### src/sv/fssi_ram.sv
// ----------------------------------------------------------------------------
// fssi_ram: generic RAM with one write port and one read port
// One write and one registered read per cycle.
// ----------------------------------------------------------------------------
module fssi_ram #(
   parameter int WIDTH = 8,
   parameter int DEPTH = 64
) (
   input  logic                     clock,
   input  logic                     wr_en,
   input  logic [$clog2(DEPTH)-1:0] wr_addr,
   input  logic [WIDTH-1:0]         wr_data,
   input  logic [$clog2(DEPTH)-1:0] rd_addr,
   output logic [WIDTH-1:0]         rd_data
);
   logic [WIDTH-1:0] mem_ff [DEPTH];
   logic [WIDTH-1:0] rd_data_ff;

   always_ff @(posedge clock) begin
      if (wr_en) begin
         mem_ff[wr_addr] <= wr_data;
      end
      rd_data_ff <= mem_ff[rd_addr];
   end
   assign rd_data = rd_data_ff;
endmodule

### config.mk
export PLATFORM = sky130hd
export DESIGN_NAME = fssi_ram
export DESIGN_NICKNAME = d
export VERILOG_FILES = /design/src/sv/fssi_ram.sv
export SDC_FILE = /design/constraint.sdc
export NUM_CORES = 1
export LEC_CHECK = 0
export ABC_AREA = 1
export BUFFER_PORTS_ARGS = -buffer_cell sky130_fd_sc_hd__buf_4
export CAP_MARGIN = 20
export CORE_ASPECT_RATIO = 2
export CORE_UTILIZATION = 30
export DETAILED_ROUTE_END_ITERATION = 6
export PLACE_DENSITY_LB_ADDON = 0.15
export SYNTH_ARGS = -nofsm -noshare
export SYNTH_HDL_FRONTEND = slang
export SYNTH_SLANG_ARGS = --single-unit
### constraint.sdc
create_clock -name clock -period 6.5 [get_ports clock]
set_clock_uncertainty 0.1 [all_clocks]
set_input_delay 0.975 -clock clock [delete_from_list [all_inputs] [get_ports clock]]
set_output_delay 0.975 -clock clock [all_outputs]
set_load 0.02 [all_outputs]
==> impl_summary.md <==
Timing
Setup repair after global routing left no endpoint under its margin. Setup total negative slack on the finished layout was measured at 0 ps. The tightest slew margin relative to the limit is 16.2%.

The total setup violations reported at the end of the flow is 0. The shortest clock period the worst path allows after layout is 3520 ps. At the pin with the least slew margin, the transition time is 1260 ps.

The final hold violation count is 0. In the finished design, the share of the clock period the worst path needs comes to 54.1%. The number of pins exceeding their max-slew limit in the final report is 0. Static timing analysis puts the maximum clock frequency at 284 MHz.

Finish
The post-route netlist has 6.27% of its cells at a drive strength greater than 1. 0 antenna diodes ended up in the layout. The post-layout net count is 1808.

After routing the design area is 23500 um2. From synthesis to final layout, the design area changed by 10.2%. Measured on the finished design, the core utilization comes to 33.3%.

The fill cell total of the finished layout is 6997.

Hold path
The tightest min-delay check is of the input pin to register type.

CTS
The post-CTS clock slew at the launch and capture registers of the worst setup and hold paths is 70 ps. The H-tree depth is 2. The clock net in this run drives a total of 520 sinks.

TritonCTS built the clock tree. The count of cells resized by post-cts repair is 0. For this design, the CTS-stage hold fixing added 0 buffers. The total CTS buffers is 45. The clock tree root driver cell is sky130_fd_sc_hd__clkbuf_16. The clock passes through at most 3 buffers. The clock latency on the worst-skew pair is 580 ps. The number of setup buffers added after CTS is 0.

Detailed routing
The number of design-rule violations left by the first detailed-router iteration is 994. For this run, design rule violations remaining after detail routing come to 0. The remaining antenna violation count is 0. The routed wire length is 63700 um. The total vias in the final route is 13354.

The pre-antenna-repair detailed-routing pass consisted of 5 iterations. In the final routed layout, each cell accounts on average for 23.3 um. Dividing the detail-routed via count by the number of cells gives 4.90.

GRT
The total congestion overflow is 0. The first global-routing pass estimated 92900 um of wire. The initial antenna violation count is 0. The overall track demand over capacity in global routing is 17.9%. Entering global routing, the biggest net connects 173 pins. The number of global-route vias before repair was 13317.

Synth
The number of nets produced by synthesis is 1827. Dividing the synthesized area by the synthesized cell count gives 11.8 um2. The post-synthesis sequential area ratio is 72.8%.

Synthesis produced a netlist whose cell count is 1805. The register bit count reported by yosys is 520. After synthesis the cells add up to 21300 um2.

After synthesis, the netlist uses 16 different library cells. Ranked by total cell area, the synthesized netlist is headed by sky130_fd_sc_hd__edfxtp_1 (72%), sky130_fd_sc_hd__nand2_1 (11%), sky130_fd_sc_hd__nand3_1 (10%). The synthesized design spends more area on one cell type than any other, namely sky130_fd_sc_hd__edfxtp_1.

The Yosys warning count is 0. The portion of synthesized cell area occupied by the leading cell type is 72.0%.

Floorplan
The floorplan step defined a core boundary enclosing 70600 um2. The full die area is 72300 um2. The initialized floorplan defines 138 standard-cell rows. 30 I/O pins were placed. The floorplan die width is 191 um. The effective utilization at floorplan is 30.2%. The chip height is 379 um.

Setup path
For the worst setup path, the data arrival time is 3940 ps. The maximum fanout count along the critical path is 168. The critical path endpoint category is a register. The type of the worst setup path is input pin to register. The type of element launching the critical path is an input pin. The data required time at the worst endpoint is 6920 ps.

Placement
Detailed placement ended at an HPWL of 38100 um. Summing all placed instances gives a cell area of 22100 um2. In this run the tool buffered the top-level ports with 29 buffer cells. The global placement routability congestion is 0.808.

Power
The worst-case IR drop observed on VDD is 0.000164 V. The areal power density over the cells is 295 nW/um2. The standby leakage power is 8.21 nW. Power comes to 6.95 mW.

Status
The run finished with clean final reports.

Flow run
The number of max-cap violations is 0.
==> synthesized netlist by cell type (all sizes together) <==
cell and instances:
nand2 648, nor4 8, edfxtp 512, clkbuf 15
nand4 9, inv 12, nor2 56, nand3 439
dfxtp 8, buf 98
==> through the flow <==
step | std cells | setup WS (ps) | hold WS, ps
2_1_floorplan | 1805 | 3660 | 622
3_3_place_gp | 2647 | 2520 | 707
3_5_place_dp | 2649 | 2510 | 714
4_1_cts | 2728 | 3120 | 627
5_1_grt | 2728 | 2830 | 684
6_report | 2728 | 2980 | 662
==> kinds of logic (layout without fill, tap and decap cells) <==
| family | after synthesis | in the layout | synth area share [%] |
|---|---|---|---|
| buffers and inverters | 125 | 138 | 4.02 |
| AND/OR/NAND/NOR | 1160 | 1160 | 23.2 |
| flip-flops | 520 | 520 | 72.8 |
==> final timing paths <==
| kind | startpoint | end | slack [ps] | depth (start not counted) |
|---|---|---|---|---|
| min | rd_addr[5] | rd_data[7] | 660 | 3 |
| max reg2reg | mem_ff[49][2] | rd_data[2] | 4790 | 8 |
| min reg2reg | mem_ff[40][1] | rd_data[1] | 720 | 8 |
| max | rd_addr[0] | rd_data[0] | 2980 | 11 |
==> cell type report <==
| type | instances | area (um2) | share of cell area, % |
|---|---|---|---|
| Timing Repair Buffer | 47 | 392 | 1.67 |
| Tap cell | 910 | 1140 | 4.84 |
| Multi-Input combinational cell | 1160 | 4950 | 21.0 |
| Clock buffer | 56 | 1190 | 5.05 |
| Inverter | 12 | 56.3 | 0.239 |
| Clock inverter | 23 | 265 | 1.13 |
| Sequential cell | 520 | 15500 | 66.0 |
==> routing by layer <==
| metal | routed length, um | global-route usage [%] |
|---|---|---|
| met4 | 2550 | 7.62 |
| met3 | 1800 | 1.58 |
| met1 | 23100 | 18.9 |
| met5 | 0 | 0 |
| met2 | 36200 | 35.3 |
==> state kept, by name, indices dropped and copies added (netlist names) <==
name and flops:
mem_ff 512, rd_data 8
==> worst max-delay path, stage by stage <==
cell and delay (ps):
sky130_fd_sc_hd__clkbuf_8 300, sky130_fd_sc_hd__inv_8 720, sky130_fd_sc_hd__buf_12 460, sky130_fd_sc_hd__nand2_1 100, sky130_fd_sc_hd__nand3_1 160, sky130_fd_sc_hd__nand3_1 100
sky130_fd_sc_hd__nand2_1 150, sky130_fd_sc_hd__nand2_1 70, sky130_fd_sc_hd__nand3_1 260, sky130_fd_sc_hd__nand3_1 110, sky130_fd_sc_hd__nand2_1 80
==> placed cells by master (no fill, tap or decap), types with 9 or more instances in the layout <==
master / count
sky130_fd_sc_hd__nand2_1: 648
sky130_fd_sc_hd__nand3_1: 439
sky130_fd_sc_hd__clkbuf_16: 45
sky130_fd_sc_hd__edfxtp_1: 512
sky130_fd_sc_hd__clkbuf_1: 9
sky130_fd_sc_hd__nor2_1: 56
sky130_fd_sc_hd__buf_4: 42
sky130_fd_sc_hd__inv_1: 9
sky130_fd_sc_hd__nand4_1: 9
sky130_fd_sc_hd__clkinv_2: 10
==> where the power goes <==
part / internal, mW / total [mW] / switching [mW] / leakage (nW)
combinational: 0.103 / 0.455 / 0.352 / 2.82
sequential: 3.71 / 3.72 / 0.0140 / 4.67
clock: 1.54 / 2.77 / 1.23 / 0.718
total: 5.35 / 6.95 / 1.60 / 8.21
No activity file was read; power rests on OpenSTA's default activity.
