[config.mk]
export PLATFORM = sky130hd
export DESIGN_NAME = fssi_divider
export DESIGN_NICKNAME = d
export VERILOG_FILES = /design/src/sv/fssi_pkg.sv /design/src/sv/fssi_divider.sv
export SDC_FILE = /design/constraint.sdc
export NUM_CORES = 1
export LEC_CHECK = 0
export BUFFER_PORTS_ARGS = -buffer_cell sky130_fd_sc_hd__buf_4
export CAP_MARGIN = 20
export CORE_MARGIN = 2
export CORE_UTILIZATION = 45
export CTS_BUF_LIST = sky130_fd_sc_hd__clkbuf_4
export DETAILED_ROUTE_END_ITERATION = 7
export SYNTH_ARGS = -nofsm -noshare
export SYNTH_HDL_FRONTEND = slang
export SYNTH_SLANG_ARGS = --single-unit
[constraint.sdc]
create_clock -name clock -period 4.71 [get_ports clock]
set_input_delay 0.7065 -clock clock [delete_from_list [all_inputs] [get_ports clock]]
set_output_delay 0.7065 -clock clock [all_outputs]
set_load 0.02 [all_outputs]
[src/sv/fssi_pkg.sv]
// ----------------------------------------------------------------------------
// fssi_pkg: shared types and constants
// Types, widths and codes for the snapshot interpolator.
// ----------------------------------------------------------------------------
package fssi_pkg;

   localparam int PeriodW = 20;
   localparam int AlphaW  = 17;
   localparam int JumpW   = 31;
   localparam int PosW    = 32;
   localparam int HeadW   = 8;
   localparam int AccW    = 21;
   localparam int QuotW   = 17;
   localparam int CsrIdxW = 2;
   localparam int CsrDatW = 31;

   localparam logic [AlphaW-1:0] AlphaOne = 17'd65536;

   typedef enum logic [1:0] {
      KIND_FRAME   = 2'd0,
      KIND_CAPTURE = 2'd1,
      KIND_DISPLAY = 2'd2,
      KIND_CLEAR   = 2'd3
   } kind_type;

   typedef enum logic [CsrIdxW-1:0] {
      CSR_PERIOD = 2'd0,
      CSR_LEAD   = 2'd1,
      CSR_JUMP   = 2'd2
   } csr_idx_type;

   typedef enum logic [3:0] {
      ST_IDLE,
      ST_DIV,
      ST_RD,
      ST_CAP,
      ST_DSP,
      ST_DSP2,
      ST_OUT
   } state_type;

   typedef struct packed {
      logic [1:0]  kind;
      logic [19:0] frame_time;
      logic [5:0]  slot;
      logic signed [31:0] pos_x;
      logic signed [31:0] pos_y;
      logic signed [31:0] pos_z;
      logic [7:0]  heading;
      logic        restart;
      logic        batch_end;
   } req_type;

   typedef struct packed {
      logic        logic_tick;
      logic [16:0] blend_alpha;
      logic        ok;
      logic signed [31:0] out_x;
      logic signed [31:0] out_y;
      logic signed [31:0] out_z;
      logic [7:0]  out_heading;
   } rsp_type;

   // Snapshot entry: x, y, z, heading.
   localparam int SnapW = 3*PosW + HeadW;

   // Start / busy status of the divider.
   typedef struct packed {
      logic start;
      logic busy;
   } div_ctl_type;

endpackage

[src/sv/fssi_divider.sv]
// ----------------------------------------------------------------------------
// fssi_divider: restoring divider
// Computes min(65536, round(num*65536/p)) one quotient bit per cycle.
// ----------------------------------------------------------------------------
module fssi_divider (
   input  logic                          clock,
   input  logic                          reset,
   input  logic                          start,
   input  logic [fssi_pkg::AccW:0]       num,
   input  logic [fssi_pkg::PeriodW-1:0]  period,
   output fssi_pkg::div_ctl_type         ctl,
   output logic [fssi_pkg::AlphaW-1:0]   alpha
);
   // Dividend is num*65536 + p/2. Once num >= p the result is clamped. Below
   // that, the dividend shifted right by 17 is already smaller than p, so
   // only the low 17 dividend bits have to be shifted in, one per cycle, and
   // they form the 17-bit quotient (65536 itself can come out for large p).
   localparam int DvdW = fssi_pkg::AccW + 1 + 16;
   logic [DvdW-1:0] dvd;
   logic [fssi_pkg::QuotW-1:0] low_ff, low_in;
   logic [fssi_pkg::PeriodW:0] rem_ff, rem_in;
   logic [fssi_pkg::QuotW-1:0] quo_ff, quo_in;
   logic [4:0] cnt_ff, cnt_in;
   logic busy_ff, busy_in, sat_ff, sat_in;
   logic [fssi_pkg::PeriodW:0] trial;
   logic [fssi_pkg::PeriodW+1:0] diff;

   assign dvd = {num, 16'd0} + {{(DvdW-fssi_pkg::PeriodW+1){1'b0}},
                                period[fssi_pkg::PeriodW-1:1]};

   always_comb begin
      low_in  = low_ff;
      rem_in  = rem_ff;
      quo_in  = quo_ff;
      cnt_in  = cnt_ff;
      busy_in = busy_ff;
      sat_in  = sat_ff;
      trial   = {rem_ff[fssi_pkg::PeriodW-1:0], low_ff[fssi_pkg::QuotW-1]};
      diff    = {1'b0, trial} - {2'b00, period};
      if (start) begin
         sat_in  = num >= {2'b00, period};
         rem_in  = dvd[DvdW-1:fssi_pkg::QuotW];
         low_in  = dvd[fssi_pkg::QuotW-1:0];
         quo_in  = '0;
         cnt_in  = 5'd0;
         busy_in = 1'b1;
      end else if (busy_ff) begin
         if (!diff[fssi_pkg::PeriodW+1]) begin
            rem_in = diff[fssi_pkg::PeriodW:0];
            quo_in = {quo_ff[fssi_pkg::QuotW-2:0], 1'b1};
         end else begin
            rem_in = trial;
            quo_in = {quo_ff[fssi_pkg::QuotW-2:0], 1'b0};
         end
         low_in = low_ff << 1;
         cnt_in = cnt_ff + 5'd1;
         if (cnt_ff == 5'(fssi_pkg::QuotW - 1)) begin
            busy_in = 1'b0;
         end
      end
   end

   always_ff @(posedge clock) begin
      if (reset) begin
         busy_ff <= 1'b0;
      end else begin
         busy_ff <= busy_in;
      end
      low_ff <= low_in;
      rem_ff <= rem_in;
      quo_ff <= quo_in;
      cnt_ff <= cnt_in;
      sat_ff <= sat_in;
   end

   assign ctl   = '{start: start, busy: busy_ff};
   assign alpha = sat_ff ? fssi_pkg::AlphaOne : quo_ff;
endmodule

==> results of run 1 <==
path summary, 6_finish.rpt:
| kind | endpoint | cells after the start |
|---|---|---|
| setup / recovery | rem_ff[0] | 8 |
| setup reg to reg | rem_ff[0] | 8 |
| hold reg to reg | quo_ff[16] | 2 |
| hold / removal | busy_ff | 2 |
cell usage after synthesis, types with 3 or more instances:
cell and number:
a211oi_1 6, a21o_1 8, a21oi_1 30, a31oi_1 3, and3_1 4, buf_1 5, buf_6 4, clkbuf_1 10
dfxtp_1 23, edfxtp_1 38, ha_1 45, inv_1 29, mux2_2 17, mux2i_1 39, nand2_1 28, nand2b_1 5
nand3_1 10, nand4_1 12, nor2_1 45, nor2b_1 20, nor3_1 4, o211ai_1 3, o21ai_0 15, o21ai_1 3
o31ai_1 5, xnor2_1 20, xor2_1 19
report_power, final:
group | switching, mW | leakage [nW] | total [mW] | internal, mW
clock | 0.218 | 0.0717 | 0.332 | 0.114
combinational | 0.481 | 1.65 | 0.857 | 0.376
sequential | 0.0475 | 0.570 | 0.719 | 0.671
total | 0.746 | 2.29 | 1.91 | 1.16
cell families after synthesis:
| group | count (synthesis) | synth area share [%] |
|---|---|---|
| flops | 61 | 34.36 |
| compound gates | 93 | 13.40 |
| xor+xnor | 39 | 7.329 |
| simple gates | 139 | 14.66 |
| buf+inv | 50 | 4.832 |
| mux | 56 | 12.48 |
| fa+ha+maj | 47 | 12.94 |
sequential cells by signal, indices dropped and copies added, names as in the netlist:
| signal | flops |
|---|---|
| low_ff | 17 |
| cnt_ff | 5 |
| busy_ff | 1 |
| rem_ff | 20 |
| quo_ff | 17 |
| sat_ff | 1 |
per-stage QoR:
| stage | power [mW] | utilization (%) | hold WS [ps] | worst slack [ps] | std cells |
|---|---|---|---|---|---|
| 2_1_floorplan | 1.382 | - | 452.3 | 1464 | 485 |
| 6_report | 1.908 | 52.35 | 429.4 | 1416 | 684 |
| 3_3_place_gp | 1.562 | 51.23 | 468.5 | 1060 | 667 |
| 5_1_grt | 2.040 | 52.35 | 388.8 | 1187 | 684 |
| 4_1_cts | 1.910 | 52.32 | 406.9 | 1380 | 683 |
| 3_5_place_dp | 1.578 | 51.23 | 482.7 | 949.8 | 667 |
worst max-delay path: cells and delay by family (launching register included):
| kind | cells | cell delay (ps) |
|---|---|---|
| compound gates | 3 | 1180 |
| flops | 1 | 440 |
| simple gates | 1 | 410 |
| mux | 2 | 360 |
| fa+ha+maj | 1 | 350 |
| buf+inv | 1 | 310 |
final cells by class:
type                    count  area [µm²]
diodes                      1       2.502
inverters                  29       108.9
clock buffers              10       75.07
flip-flops and latches     61        1602
well taps                 136       170.2
clock inverters             6       36.28
multi-input cells         374        2834
repair buffers             67       503.0
fillers                   991        4853
routing by layer:
layer,GRT usage (%),routed length (µm)
met5,0,0
met4,8.177,223
met3,4.143,494
met2,32.95,5203
met1,26.47,5016
==> flow_summary_export.csv, run 1 <==
group,metric,value,unit
yosys,yosysTopAreaCell,"edfxtp_1",
global_routing,antenna_found_initial,1,
drt,dr_total_vias,3699,
setup_path,end_kind,"flop",
drt,viasPerCell,5.408,
setup_path,r2r_start,"rem_ff[3]",
floorplan,die_x,105.8,µm
setup_path,crit_type,"reg -> reg",
yosys,syn_nets,577,
yosys,synthTopCellsByArea,"edfxtp_1 (24%), ha_1 (12%), dfxtp_1 (9.9%)",
run,maxCapViolations,0,
yosys,syn_avg_cell_area,9.610,µm²
yosys,seq_area_frac_synth,34.36,%
power_and_ir_drop,p_leak,2.292,nW
power_and_ir_drop,vdd_drop_max,0.0001612,V
drt,wl_per_cell,15.99,µm
global_routing,grt_pass1_wl,17810,µm
clocking,clkTransAtPathRegs,110,ps
timing,fin_tns_setup,0,ps
finish,syn_to_final_growth,14.39,%
drt,wirelength,10940,µm
timing,rsz0062_at_grt,"false",
timing,period_minus_slack,3294,ps
floorplan,die_area,11190,µm²
global_routing,grt_overflow,0,
floorplan,rows,37,
placed_design,place_area,5218,µm²
global_routing,grt.total_usage,20.31,%
drt,drt-initial-drc-count,221,
yosys,synth_seq_cells,61,
setup_path,required,4890,ps
global_routing,grt_pass1_vias,3549,
yosys,async_flop_share,0,%
clocking,cts_tree,"built",
placed_design,dpl.hpwl,8250,µm
setup_path,path_cells,"ha_1 > a21oi_1 > a211oi_1 > or3_4 > a2111oi_4 > buf_4 > mux2i_1 > mux2_2",
setup_path,worstPathMaxFanout,9,
hold_path,hold_class,"in -> reg",
timing,finalHoldViolCount,0,
yosys,synth_cell_types,54,
setup_path,start_kind,"flop",
floorplan,io_pins,64,
timing,maxSlewHeadroom,37.31,%
drt,drcViolationCount,0,
finish,nets,634,
timing,post-route-period-util,69.94,%
global_routing,grt_max_degree,44,
timing,fmax,303.6,MHz
timing,setup_violations,0,
floorplan,core-area,10180,µm²
yosys,synth_top_cell_area_share,24.48,%
clocking,ctsResizeCount,0,
outcome,outcome,"complete, no violations",
timing,final_max_slew_viol_count,0,
setup_path,reg2reg_slack,1420,ps
timing,finalClockSkew,29.70,ps
clocking,insertion_delay,440,ps
clocking,clock-sinks,61,
yosys,ys.flop_type,"edfxtp_1",
floorplan,initial_utilization,45.76,%
clocking,hold_buffers,0,
clocking,cts_setup_buffers,0,
timing,tightest_slew,940.3,ps
drt,ant_nets,0,
power_and_ir_drop,powerDensity,357.8,nW/µm²
yosys,synth_warnings,0,
setup_path,crit_start,"rem_ff[3]",
floorplan,fp.dieH,105.8,µm
drt,first_pass_iters,5,
clocking,root_buffer,"clkbuf_4",
finish,drive_gt1_share,19.93,%
finish,final_cell_area,5331,µm²
finish,final_common_cell,"buf_4",
hold_path,hp-start,"reset",
finish,final_cell_mix,"buf_4 (67), nor2_1 (45), ha_1 (45), mux2i_1 (39), edfxtp_1 (38)",
placed_design,routabilityCongestion,0.8812,
clocking,cts_max_path_buffers,2,
setup_path,critPathArrivalTime,3480,ps
setup_path,slowest_stage,"a2111oi_4",
yosys,synth_edf_count,38,
setup_path,slowest_delay,760,ps
clocking,numCtsBuffers,9,
clocking,htree_levels,3,
yosys,synth_cells,485,
yosys,syn_area,4661,µm²
placed_design,portBuffers,63,
(Power assumes the default switching activity.)
==> run 2, diff against run 1 <==
==> constraint.sdc (replaced) <==
create_clock -name clock -period 3.1 [get_ports clock]
set_input_delay 0.465 -clock clock [delete_from_list [all_inputs] [get_ports clock]]
set_output_delay 0.465 -clock clock [all_outputs]
set_load 0.02 [all_outputs]
==> run 2 against run 1 <==
  * Largest cell class unchanged
  * Global-route usage down 0.071 points
  * Wire length decreased by 0.90%
  * Clock power rose by 100%
  * Sequential share of layout area is 1.2 points lower
  * Register-to-register slack lost 1300 ps
==> flow_summary_export.csv, run 2 (synthesis results as in run 1) <==
group,metric,value,unit
clocking,cts_max_path_buffers,2,
clocking,root_buffer,"clkbuf_4",
timing,fin_tns_setup,0,ps
power_and_ir_drop,powerDensity,571.4,nW/µm²
run,maxCapViolations,0,
finish,largest_reg_flops,20,
global_routing,grt_pass1_vias,3580,
finish,multi_input_area,2839,µm²
floorplan,io_pins,64,
drt,drt-initial-drc-count,185,
floorplan,die_area,11190,µm²
floorplan,core-area,10180,µm²
setup_path,start_kind,"flop",
placed_design,dpl.hpwl,8373,µm
timing,finalHoldViolCount,0,
setup_path,r2r_start,"rem_ff[1]",
setup_path,worstRegToRegCells,9,
finish,final_common_cell,"buf_4",
global_routing,grt_max_degree,42,
floorplan,fp.dieH,105.8,µm
timing,final_max_slew_viol_count,0,
floorplan,initial_utilization,45.76,%
setup_path,r2r-end,"rem_ff[16]",
finish,finalNonFillerCells,703,
setup_path,path_common_cell,"mux2i_1",
timing,fmax,334.8,MHz
finish,n_fill_cell,948,
hold_path,worstHoldPathCells,2,
drt,drcViolationCount,0,
timing,setup_violations,0,
setup_path,worstPathMaxFanout,11,
setup_path,required,3270,ps
drt,wl_per_cell,15.42,µm
hold_path,hold_class,"in -> reg",
clocking,insertion_delay,430,ps
finish,register_area,1602,µm²
setup_path,crit_type,"reg -> reg",
floorplan,die_x,105.8,µm
clocking,clock-sinks,61,
global_routing,grt_overflow,0,
clocking,cts_tree,"built",
finish,top_regs,"rem_ff x20, low_ff x17, quo_ff x17",
clocking,clkTransAtPathRegs,120,ps
power_and_ir_drop,finalPower,3.170,mW
placed_design,pre_cts_ws,-92.31,ps
finish,drive_gt1_share,22.93,%
setup_path,reg2reg_slack,110,ps
drt,wirelength,10840,µm
drt,dr_total_vias,3740,
power_and_ir_drop,vdd_drop_max,0.0002972,V
drt,viasPerCell,5.320,
timing,post-route-period-util,96.35,%
drt,ant_nets,0,
drt,first_pass_iters,4,
finish,final_cell_area,5548,µm²
hold_path,hp-start,"reset",
clocking,numCtsBuffers,9,
outcome,outcome,"complete, no violations",
placed_design,portBuffers,63,
timing,finalClockSkew,23.69,ps
placed_design,placed_cells,687,
setup_path,slowest_delay,530,ps
global_routing,grt_pass1_wl,17790,µm
timing,setup_slack,113.1,ps
placed_design,routabilityCongestion,0.8914,
setup_path,slowest_stage,"a2111oi_4",
hold_path,hold_path_end,"busy_ff",
setup_path,cp.buffers_inverters,1,
timing,maxSlewHeadroom,59.33,%
setup_path,crit_family,"compound AO/OA/AOI/OAI gates",
setup_path,critPathArrivalTime,3150,ps
timing,tightest_slew,609.4,ps
timing,rsz0062_at_grt,"false",
finish,n_antenna_cell,0,
clocking,hold_buffers,0,
finish,syn_to_final_growth,19.03,%
global_routing,grt.total_usage,20.24,%
setup_path,path_cells,"ha_1 > o211ai_1 > a21o_2 > a211oi_1 > or3_4 > a2111oi_4 > buf_4 > mux2i_1 > mux2i_1",
finish,final_cell_mix,"buf_4 (86), nor2_1 (45), ha_1 (45), mux2i_1 (39), edfxtp_1 (38)",
timing,period_minus_slack,2987,ps
finish,top_register,"rem_ff",
placed_design,place_area,5380,µm²
setup_path,end_kind,"flop",
power_and_ir_drop,p_leak,2.414,nW
floorplan,rows,37,
finish,nets,654,
global_routing,antenna_found_initial,0,
clocking,htree_levels,3,
-- run 2: what timing repair did --
action / 4_1_cts / 5_1_grt
endpoints found under the setup margin: 0 / 1
setup buffers: 0 / 0
hold endpoints to repair: 0 / 0
resized for setup: 0 / 1
-- run 2: layout make-up --
| class | instances | area share, % |
|---|---|---|
| Clock buffer | 9 | 1.218 |
| Clock inverter | 7 | 1.714 |
| Sequential cell | 61 | 28.87 |
| Inverter | 29 | 1.962 |
| Tap cell | 136 | 3.067 |
| Multi-Input combinational cell | 374 | 51.17 |
| Timing Repair Buffer | 87 | 12.00 |
-- run 2: power by group --
group | switching [mW] | internal, mW | total (mW)
Sequential | 0.0733 | 1.02 | 1.09
Combinational | 0.748 | 0.666 | 1.41
Clock | 0.334 | 0.330 | 0.664
Total | 1.15 | 2.02 | 3.17
-- run 2: worst max-delay path by stage --
| stage | slack (ps) | startpoint | depth (start not counted) | end |
|---|---|---|---|---|
| 2_1_floorplan | 100 | period[2] | 10 | rem_ff[14] |
| 3_3_place_gp | 20 | period[0] | 10 | rem_ff[18] |
| 3_5_place_dp | -90 | period[8] | 11 | rem_ff[16] |
| 4_1_cts | 110 | rem_ff[1] | 9 | rem_ff[16] |
| 5_1_grt | 2 | rem_ff[1] | 9 | rem_ff[16] |
| 6_report | 110 | rem_ff[1] | 9 | rem_ff[16] |
-- run 2: through the flow --
step | util (%) | hold slack (ps)
floorplan | - | 452.3
global placement | 52.83 | 468.5
detailed placement | 52.83 | 483.2
CTS | 54.42 | 156.1
finish | 54.47 | 167.5
global route | 54.47 | 148.7
-- run 2: per-layer routing --
metal	wire, µm	part of all wire [%]	global-route usage, %	vias up
li1	-	-	-	1901
met4	284	2.6	8.083	0
met2	5039	46	33.13	92
met5	0	0	0	-
met1	5041	47	26.68	1730
met3	475	4.4	3.278	17
==> run 3, diff against run 2 <==
==> constraint.sdc (replaced) <==
create_clock -name clock -period 3.1 [get_ports clock]
set_input_delay 0.155 -clock clock [delete_from_list [all_inputs] [get_ports clock]]
set_output_delay 0.155 -clock clock [all_outputs]
set_load 0.02 [all_outputs]
==> run 3 against run 2 <==
  * Wire length fell by 0.94%
  * Non-clock buffer count fell by 16
  * Combinational power fell by 6%
  * Register-to-register slack improved by 40 ps
  * Final cell count fell by 2.3%
  * Maximum frequency rose by 1.5%
  * Largest cell class unchanged
  * Largest power group unchanged
  * Power fell by 0.64%
  * Clock power rose by 12%
  * Critical path type unchanged
  * First-iteration DRC count rose by 8.6%
==> flow_summary_export.csv, run 3 (synthesis results as in run 1) <==
group,metric,value,unit
outcome,outcome,"complete, no violations",
clocking,clock-sinks,61,
setup_path,cp.buffers_inverters,1,
clocking,clkTransAtPathRegs,130,ps
floorplan,io_pins,64,
finish,top_regs,"rem_ff x20, low_ff x17, quo_ff x17",
global_routing,antenna_found_initial,0,
placed_design,dpl.hpwl,8234,µm
setup_path,critPathArrivalTime,3110,ps
floorplan,core-area,10180,µm²
global_routing,grt.total_usage,20.07,%
floorplan,die_area,11190,µm²
finish,syn_to_final_growth,17.07,%
global_routing,grt_max_degree,42,
timing,setup_violations,0,
clocking,insertion_delay,420,ps
floorplan,initial_utilization,45.76,%
global_routing,grt_pass1_wl,17710,µm
run,maxCapViolations,0,
finish,nets,638,
setup_path,worstPathMaxFanout,15,
placed_design,routabilityCongestion,0.8527,
power_and_ir_drop,vdd_drop_max,0.0002939,V
timing,finalHoldViolCount,0,
setup_path,slowest_stage,"a2111oi_4",
setup_path,required,3260,ps
timing,period_minus_slack,2943,ps
timing,maxSlewHeadroom,55.83,%
drt,drt-initial-drc-count,201,
drt,drcViolationCount,0,
finish,final_cell_area,5456,µm²
setup_path,crit_family,"compound AO/OA/AOI/OAI gates",
global_routing,grt_pass1_vias,3660,
drt,viasPerCell,5.421,
drt,wirelength,10740,µm
timing,final_max_slew_viol_count,0,
drt,ant_nets,0,
finish,top_register,"rem_ff",
clocking,cts_tree,"built",
placed_design,portBuffers,63,
setup_path,slowest_delay,450,ps
clocking,numCtsBuffers,9,
placed_design,place_area,5253,µm²
timing,fin_tns_setup,0,ps
hold_path,hold_class,"in -> reg",
drt,dr_total_vias,3724,
finish,n_antenna_cell,0,
floorplan,die_x,105.8,µm
timing,setup_slack,157.1,ps
timing,fmax,339.8,MHz
floorplan,fp.dieH,105.8,µm
finish,drive_gt1_share,20.51,%
setup_path,start_kind,"flop",
clocking,cts_max_path_buffers,2,
finish,largest_reg_flops,20,
timing,post-route-period-util,94.93,%
drt,wl_per_cell,15.63,µm
setup_path,crit_start,"rem_ff[7]",
placed_design,pre_cts_ws,152.1,ps
clocking,htree_levels,3,
clocking,cts_setup_buffers,0,
setup_path,r2r_start,"rem_ff[7]",
setup_path,path_cells,"ha_1 > a21oi_4 > o21ai_1 > nor2b_1 > or3_4 > a2111oi_4 > buf_12 > nor3_1 > a311o_1",
finish,final_cell_mix,"buf_4 (69), nor2_1 (45), ha_1 (45), mux2i_1 (39), edfxtp_1 (38)",
global_routing,grt_overflow,0,
drt,first_pass_iters,5,
finish,register_area,1602,µm²
timing,finalClockSkew,24.17,ps
timing,fin_hold_ws,34.04,ps
finish,final_common_cell,"buf_4",
floorplan,rows,37,
finish,n_fill_cell,989,
clocking,root_buffer,"clkbuf_4",
hold_path,hp-start,"period[11]",
power_and_ir_drop,powerDensity,577.2,nW/µm²
timing,tightest_slew,656.5,ps
finish,multi_input_area,2838,µm²
setup_path,crit_type,"reg -> reg",
power_and_ir_drop,p_leak,2.344,nW
setup_path,end_kind,"flop",
timing,rsz0062_at_grt,"false",
run 3: final timing paths:
path                endpoint  slack (ps)  depth (start not counted)
hold reg to reg   quo_ff[11]         510                          2
setup reg to reg   rem_ff[6]         160                          9
setup / recovery   rem_ff[6]         160                          9
hold / removal    low_ff[10]          30                          2
run 3: power breakdown:
group / leakage (nW) / internal [mW] / total (mW) / switching (mW)
Clock: 0.101 / 0.412 / 0.743 / 0.331
Sequential: 0.570 / 1.02 / 1.09 / 0.0676
Combinational: 1.67 / 0.586 / 1.32 / 0.735
Total: 2.34 / 2.02 / 3.15 / 1.13
run 3: cell type report:
type | instances | area share, %
Multi-Input combinational cell | 374 | 52.01
Sequential cell | 61 | 29.35
Timing Repair Buffer | 71 | 10.04
Tap cell | 136 | 3.119
Clock inverter | 7 | 2.247
Inverter | 29 | 1.995
Clock buffer | 9 | 1.238
run 3: timing repair:
action                                  in CTS  in global routing
endpoints found under the hold margin        1                  0
endpoints found under the setup margin       0                  2
hold buffers                                 1                  0
resized for setup                            0                  1
run 3: routing by layer:
| metal | vias to the layer above | wire length [µm] | track usage (%) |
|---|---|---|---|
| met4 | 0 | 244 | 7.989 |
| met1 | 1736 | 4864 | 25.62 |
| li1 | 1873 | - | - |
| met5 | - | 0 | 0 |
| met3 | 19 | 479 | 2.968 |
| met2 | 96 | 5149 | 34.10 |
run 3: through the flow:
step | power [mW] | util [%] | instances
after floorplan | 2.100 | - | 485
after global placement | 2.380 | 51.57 | 670
after detailed placement | 2.412 | 51.57 | 670
after CTS | 3.165 | 53.54 | 687
after global routing | 3.366 | 53.57 | 687
final | 3.150 | 53.57 | 687
